`src/rtl/core/b2da_pkg.sv`:
```
// Shared types and constants for the binary to decimal ASCII converter.
package b2da_pkg;

  localparam int unsigned DIGIT_W = 4;
  localparam int unsigned CHAR_W  = 6;

  // ASCII '0' in the six bits carried on the output.
  localparam logic [CHAR_W-1:0] DIGIT_BASE = 6'd48;

  typedef enum logic [1:0] {
    ST_IDLE,
    ST_CONV,
    ST_SETUP,
    ST_EMIT
  } state_e;

  typedef struct packed {
    logic load;
    logic shift;
    logic setup;
    logic emit;
  } ctrl_cmd_t;

  typedef struct packed {
    logic conv_done;
    logic last;
    logic out_stall;
  } dp_status_t;

endpackage

```
`src/rtl/core/binary_to_decimal_ascii.sv`:
```
// Top level of the binary to decimal ASCII converter.
// Converts one unsigned VALUE_WIDTH-bit value into ASCII decimal digits, most
// significant first, with leading zeros suppressed (zero gives a single '0');
// last_digit_o marks the final digit of each value. One value is handled at a
// time. The shift-and-add-3 loop takes one input bit per cycle; digits then
// leave one per cycle while the receiver does not stall the output, and the
// next value is accepted while the final digit still waits in the output
// register.
module binary_to_decimal_ascii #(
  parameter int unsigned VALUE_WIDTH = 16
) (
  input  logic                        clk_i,
  input  logic                        rst_ni,
  input  logic                        in_valid_i,
  output logic                        in_ready_o,
  input  logic [VALUE_WIDTH-1:0]      value_i,
  output logic                        out_valid_o,
  input  logic                        out_ready_i,
  output logic [b2da_pkg::CHAR_W-1:0] digit_char_o,
  output logic                        last_digit_o
);
  import b2da_pkg::*;

  ctrl_cmd_t  cmd;
  dp_status_t sts;

  b2da_ctrl u_ctrl (
    .clk_i      (clk_i),
    .rst_ni     (rst_ni),
    .in_valid_i (in_valid_i),
    .in_ready_o (in_ready_o),
    .cmd_o      (cmd),
    .sts_i      (sts)
  );

  b2da_datapath #(
    .VALUE_WIDTH (VALUE_WIDTH)
  ) u_datapath (
    .clk_i        (clk_i),
    .rst_ni       (rst_ni),
    .cmd_i        (cmd),
    .sts_o        (sts),
    .value_i      (value_i),
    .out_valid_o  (out_valid_o),
    .out_ready_i  (out_ready_i),
    .digit_char_o (digit_char_o),
    .last_digit_o (last_digit_o)
  );

endmodule

```
`src/rtl/core/b2da_datapath.sv`:
```
// Datapath: shift-and-add-3 converter, digit selection and output register.
module b2da_datapath #(
  parameter int unsigned VALUE_WIDTH = 16
) (
  input  logic                               clk_i,
  input  logic                               rst_ni,
  input  b2da_pkg::ctrl_cmd_t                cmd_i,
  output b2da_pkg::dp_status_t               sts_o,
  input  logic [VALUE_WIDTH-1:0]             value_i,
  output logic                               out_valid_o,
  input  logic                               out_ready_i,
  output logic [b2da_pkg::CHAR_W-1:0]        digit_char_o,
  output logic                               last_digit_o
);
  import b2da_pkg::*;

  // Decimal digits of the largest value: floor(W * log10(2)) + 1.
  localparam int unsigned NUM_DIGITS = (VALUE_WIDTH * 30103) / 100000 + 1;
  localparam int unsigned BCD_W      = NUM_DIGITS * DIGIT_W;
  localparam int unsigned CNT_W      = $clog2(VALUE_WIDTH);
  localparam int unsigned IDX_W      = $clog2(NUM_DIGITS);

  logic [VALUE_WIDTH-1:0] bin_q, bin_d;
  logic [BCD_W-1:0]       bcd_q, bcd_d;
  logic [BCD_W-1:0]       bcd_adj;
  logic [CNT_W-1:0]       cnt_q, cnt_d;
  logic [IDX_W-1:0]       idx_q, idx_d;
  logic [IDX_W-1:0]       msd;
  logic                   out_valid_q, out_valid_d;
  logic [CHAR_W-1:0]      char_q, char_d;
  logic                   last_q, last_d;
  logic [DIGIT_W-1:0]     cur_digit;

  // Every BCD digit of five or more is corrected before the shift.
  always_comb begin
    for (int i = 0; i < NUM_DIGITS; i++) begin
      if (bcd_q[i*DIGIT_W +: DIGIT_W] >= DIGIT_W'(5)) begin
        bcd_adj[i*DIGIT_W +: DIGIT_W] = bcd_q[i*DIGIT_W +: DIGIT_W] + DIGIT_W'(3);
      end else begin
        bcd_adj[i*DIGIT_W +: DIGIT_W] = bcd_q[i*DIGIT_W +: DIGIT_W];
      end
    end
  end

  // Position of the most significant nonzero digit; zero gives position 0.
  always_comb begin
    msd = '0;
    for (int i = 0; i < NUM_DIGITS; i++) begin
      if (bcd_q[i*DIGIT_W +: DIGIT_W] != '0) begin
        msd = IDX_W'(i);
      end
    end
  end

  assign cur_digit = bcd_q[idx_q*DIGIT_W +: DIGIT_W];

  always_comb begin
    bin_d       = bin_q;
    bcd_d       = bcd_q;
    cnt_d       = cnt_q;
    idx_d       = idx_q;
    char_d      = char_q;
    last_d      = last_q;
    out_valid_d = out_valid_q;
    if (out_ready_i) begin
      out_valid_d = 1'b0;
    end
    if (cmd_i.load) begin
      bin_d = value_i;
      bcd_d = '0;
      cnt_d = CNT_W'(VALUE_WIDTH - 1);
    end
    if (cmd_i.shift) begin
      {bcd_d, bin_d} = {bcd_adj[BCD_W-2:0], bin_q, 1'b0};
      cnt_d          = cnt_q - CNT_W'(1);
    end
    if (cmd_i.setup) begin
      idx_d = msd;
    end
    if (cmd_i.emit) begin
      char_d      = DIGIT_BASE + CHAR_W'(cur_digit);
      last_d      = (idx_q == '0);
      out_valid_d = 1'b1;
      idx_d       = idx_q - IDX_W'(1);
    end
  end

  always_ff @(posedge clk_i) begin
    bin_q  <= bin_d;
    bcd_q  <= bcd_d;
    cnt_q  <= cnt_d;
    idx_q  <= idx_d;
    char_q <= char_d;
    last_q <= last_d;
  end

  always_ff @(posedge clk_i or negedge rst_ni) begin
    if (!rst_ni) begin
      out_valid_q <= 1'b0;
    end else begin
      out_valid_q <= out_valid_d;
    end
  end

  assign sts_o.conv_done = (cnt_q == '0);
  assign sts_o.last      = (idx_q == '0);
  assign sts_o.out_stall = out_valid_q && !out_ready_i;

  assign out_valid_o  = out_valid_q;
  assign digit_char_o = char_q;
  assign last_digit_o = last_q;

endmodule

```
`src/rtl/core/b2da_ctrl.sv`:
```
// Controller: sequences load, conversion, digit setup and digit output.
module b2da_ctrl (
  input  logic                 clk_i,
  input  logic                 rst_ni,
  input  logic                 in_valid_i,
  output logic                 in_ready_o,
  output b2da_pkg::ctrl_cmd_t  cmd_o,
  input  b2da_pkg::dp_status_t sts_i
);
  import b2da_pkg::*;

  state_e state_q, state_d;

  always_ff @(posedge clk_i or negedge rst_ni) begin
    if (!rst_ni) begin
      state_q <= ST_IDLE;
    end else begin
      state_q <= state_d;
    end
  end

  always_comb begin
    state_d    = state_q;
    cmd_o      = '0;
    in_ready_o = 1'b0;
    case (state_q)
      ST_IDLE: begin
        in_ready_o = 1'b1;
        if (in_valid_i) begin
          cmd_o.load = 1'b1;
          state_d    = ST_CONV;
        end
      end
      ST_CONV: begin
        cmd_o.shift = 1'b1;
        if (sts_i.conv_done) begin
          state_d = ST_SETUP;
        end
      end
      ST_SETUP: begin
        cmd_o.setup = 1'b1;
        state_d     = ST_EMIT;
      end
      ST_EMIT: begin
        // A new digit goes out only once the previous beat has left or is taken now.
        if (!sts_i.out_stall) begin
          cmd_o.emit = 1'b1;
          if (sts_i.last) begin
            state_d = ST_IDLE;
          end
        end
      end
      default: begin
        state_d = ST_IDLE;
      end
    endcase
  end

`ifndef SYNTHESIS
  a_conv_to_setup: assert property (@(posedge clk_i) disable iff (!rst_ni)
    (state_q == ST_CONV && sts_i.conv_done) |=> state_q == ST_SETUP)
    else $error("conversion did not end in digit setup");

  a_last_to_idle: assert property (@(posedge clk_i) disable iff (!rst_ni)
    (cmd_o.emit && sts_i.last) |=> state_q == ST_IDLE)
    else $error("controller did not return to idle after the last digit");

  a_emit_no_overwrite: assert property (@(posedge clk_i) disable iff (!rst_ni)
    cmd_o.emit |-> !sts_i.out_stall)
    else $error("digit emitted over a waiting beat");

  a_single_cmd: assert property (@(posedge clk_i) disable iff (!rst_ni)
    $onehot0({cmd_o.load, cmd_o.shift, cmd_o.setup, cmd_o.emit}))
    else $error("more than one datapath command at once");
`endif

endmodule

```
`config.mk`:
```
export PLATFORM = sky130hd
export DESIGN_NAME = binary_to_decimal_ascii
export DESIGN_NICKNAME = d
export VERILOG_FILES = /design/src/rtl/core/b2da_pkg.sv /design/src/rtl/core/binary_to_decimal_ascii.sv /design/src/rtl/core/b2da_datapath.sv /design/src/rtl/core/b2da_ctrl.sv
export SDC_FILE = /design/constraint.sdc
export NUM_CORES = 1
export LEC_CHECK = 0
export BUFFER_PORTS_ARGS = -buffer_cell sky130_fd_sc_hd__buf_2
export CORE_MARGIN = 2
export CORE_UTILIZATION = 50
export CTS_CLUSTER_SIZE = 40
export DETAILED_ROUTE_END_ITERATION = 10
export GPL_TIMING_DRIVEN = 0
export PLACE_DENSITY = 0.69
export RECOVER_POWER = 25
export REMOVE_ABC_BUFFERS = 1
export SETUP_SLACK_MARGIN = 0.5
export SLEW_MARGIN = 10
export SYNTH_ARGS = -nofsm -noshare
export SYNTH_HDL_FRONTEND = slang
export SYNTH_SLANG_ARGS = --single-unit
```
`constraint.sdc`:
```
create_clock -name clk_i -period 4.8 [get_ports clk_i]
set_input_delay 0.72 -clock clk_i [delete_from_list [all_inputs] [get_ports clk_i]]
set_output_delay 0.72 -clock clk_i [all_outputs]
set_load 0.1 [all_outputs]
```
==> results by stage <==
Floorplan:
- The cell row count is 27.
- The die is 78.3 µm tall.
- The area of the die is 0.00613 mm².
- The chip width is 78.3 µm.
- For this configuration, the core starts out at a cell density of 51.1%.
- The number of top-level pins is 29.
- The area of the core is 0.00541 mm².

Drt:
- The vias after detailed routing is 1739.
- The post-route DRC violation count is 0.
- After detailed routing, the number of vias per cell comes to 5.19.
- The total routed wirelength is 4340 µm.
- The DRC marker count from the first detailed-route iteration is 66.
- The count of nets left with antenna violations once routing finished came out at 0.
- The first TritonRoute pass finished after 5 iterations.
- The wire length per cell after detailed routing is 13.0 µm.

Layout:
- 0 antenna diodes ended up in the layout.
- In the final layout, the multi-input gates occupy 0.00113 mm².
- The fraction of layout instances using a drive strength above 1 is 13.7%.
- The final net count is 300.
- After filler insertion, the fill cell instance count of the layout stands at 468.
- In the final layout, flip-flops and latches occupy 0.00151 mm².
- The area growth from synthesis to layout is 11.8%.

Global routing:
- The via count of the first global-routing pass is 1665.
- The largest net degree at the start of global routing is 44.
- After global routing the overflow that remains totals 0.
- Global routing consumed, over all layers together, 16.3% of the routing resources.
- The first global-routing pass estimated 7760 µm of wire.
- The initial antenna violation count was 0.

Timing:
- The tightest slew margin relative to the limit is 10.5%.
- The total count of max-transition violations in the final report is 0.
- The final-layout setup total negative slack is 0 ps.
- The number of hold violations in the final report is 0.
- For the pin with the worst max-slew slack, the measured transition is 1340 ps.
- The setup-violating endpoint count in the final report is 0.
- Setup repair after global routing left no endpoint under its margin.
- For the finished layout, the period the worst path requires is 2760 ps.
- Final hold analysis gives a worst-case slack of 209 ps.
- The final critical path takes up 57.4% of the cycle.
- The top achievable clock speed is 363 MHz.
- The clock arrives with 6.03 ps of skew.

Logic synthesis:
- The synthesized instance count is 237.
- The most instantiated flip-flop cell in the synthesis netlist is sky130_fd_sc_hd__edfxtp_1.
- The post-synth design cell area is 0.00276 mm².
- The proportion of synthesized chip area in sequential cells is 54.6%.
- Averaged over all synthesized cells, the footprint is 11.7 µm².
- The number of synthesized flops with an enable pin is 47.
- The number of library cell types mapped by synthesis is 33.
- In this run, synthesis produced a sequential element count of 51.
- The count of warnings emitted by yosys is 0.
- The share of synthesized flip-flops with an asynchronous set or reset is 5.88%.

Placement:
- In this run the tool buffered the top-level ports with 26 buffer cells.
- The HPWL after detailed placement is 3050 µm.
- The weighted congestion reported at the end of routability-driven placement is 0.771.

Critical path:
- The critical path endpoint category is a register.
- The worst setup path is launched from a register.
- The cell with the biggest individual delay on the critical path is sky130_fd_sc_hd__ha_1.
- The startpoint-to-endpoint class of the critical path is register to register.
- STA puts the critical path data arrival time at 2770 ps.
- Of all nets on the critical path, the largest fanout is 43.
- Traced cell by cell, the critical path runs through inv_1 -> ha_1 -> nand2b_2 -> buf_16.
- The required time of the critical path is 4820 ps.
- On the worst path, the slowest cell contributes a delay of 1060 ps.

Flow run:
- Max-cap violations in this run came to 0.

Clocking:
- TritonCTS built the clock tree.
- The number of buffers inserted for hold repair after clock tree synthesis is 0.
- In this run, post-CTS repair resized a total of 0 instances.
- The number of buffers added by the clock tree synthesis step is 5.
- The number of sinks on the clock net is 51.
- The clock input transition at the sequential cells of the worst setup and hold paths is 90 ps.
- The clock tree buffer depth is 2.
- The clock network latency to the later pin of the worst-skew pair is 300 ps.
- Clock tree synthesis selected as its root buffer the cell sky130_fd_sc_hd__clkbuf_8.
- The number of setup buffers added after CTS is 0.
- The number of H-tree levels is 2.

Min path:
- The path type of the worst min-delay path is input pin to async pin.

Run status:
- The run finished with clean final reports.
-- per-stage QoR --
step	worst slack (ps)	instances	utilization (%)	cell area [µm²]
global route	1690	335	57.1	3090
detailed placement	2410	327	54.8	2960
floorplan	1910	228	-	2710
CTS	2420	335	57.3	3100
finish	2040	335	57.1	3090
global placement	1190	326	54.2	2930
-- area by class of cell --
class                      count  area share, %
clock buffer                   5           2.23
clock inverter                 3           2.19
inverter                      17           2.07
multi-input combinational    160           36.8
sequential                    51           48.8
tap                           72           2.92
timing repair buffer          27           5.06
-- cell usage in the layout, fill, tap and decap left out, types with 9 or more instances in the layout --
| cell | n |
|---|---|
| sky130_fd_sc_hd__edfxtp_1 | 47 |
| sky130_fd_sc_hd__nand2_1 | 27 |
| sky130_fd_sc_hd__buf_2 | 25 |
| sky130_fd_sc_hd__ha_1 | 18 |
| sky130_fd_sc_hd__inv_1 | 17 |
| sky130_fd_sc_hd__nor2_1 | 16 |
| sky130_fd_sc_hd__a22o_1 | 15 |
| sky130_fd_sc_hd__xnor2_1 | 12 |
| sky130_fd_sc_hd__nand2b_1 | 9 |
| sky130_fd_sc_hd__mux2i_1 | 9 |
-- cells by family after synthesis --
family	after synthesis	synth area share (%)
adders and majority gates	18	8.16
muxes	10	3.81
DFF	51	54.6
other	1	0.136
and+or+nand+nor	70	12.1
AOI/OAI and AO/OA	48	13.1
xor gates and xnor gates	12	3.81
buffers and inverters	27	4.30
-- critical path: cells and delay by family, from the launching register on --
kind                     cells  cell delay, ps
AND/OR/NAND/NOR              1             620
adder cells (fa/ha/maj)      1            1060
flip-flops                   1             430
buffers and inverters        2             350
-- final timing paths --
| kind | startpoint | to | slack (ps) | depth (start not counted) |
|---|---|---|---|---|
| setup reg to reg | u_ctrl.state_q[1] | u_datapath.bcd_q[9] | 2040 | 4 |
| max in group asynchronous | rst_ni | u_datapath.out_valid_o | 4440 | 1 |
| hold reg to reg | u_datapath.bin_q[0] | u_datapath.bin_q[0] | 490 | 2 |
| min in group clk_i | u_datapath.bin_q[0] | u_datapath.bin_q[0] | 490 | 2 |
| setup / recovery | u_ctrl.state_q[1] | u_datapath.bcd_q[9] | 2040 | 4 |
| hold / removal | rst_ni | u_ctrl.state_q[0] | 210 | 1 |
-- sequential cells by signal, indices dropped and copies added (netlist names) --
register / count
u_datapath.idx_q: 3
u_datapath.out_valid_o: 1
u_datapath.bcd_q: 20
u_ctrl.state_q: 2
u_datapath.bin_q: 16
u_datapath.digit_char_o: 4
u_datapath.cnt_q: 4
u_datapath.last_digit_o: 1
-- cells in the mapped netlist, drive strengths merged (6+ instances only) --
cell type	n	area (µm²)
a21boi	6	45.0
a22o	15	131
and2	6	37.5
edfxtp	47	1410
ha	18	225
inv	17	63.8
mux2i	9	90.1
nand2	27	101
nand2b	10	62.6
nor2	16	60.1
xnor2	12	105
-- layer usage --
metal	vias to the layer above	track usage (%)	wire length [µm]
met2	40	25.6	2010
met4	0	4.74	58
li1	887	-	-
met3	6	3.79	194
met1	806	22.7	2080
met5	-	0	0
Power is left out: the tool's default activity adds up to more than one toggle a clock period on the data nets, which glitch-free logic cannot reach.
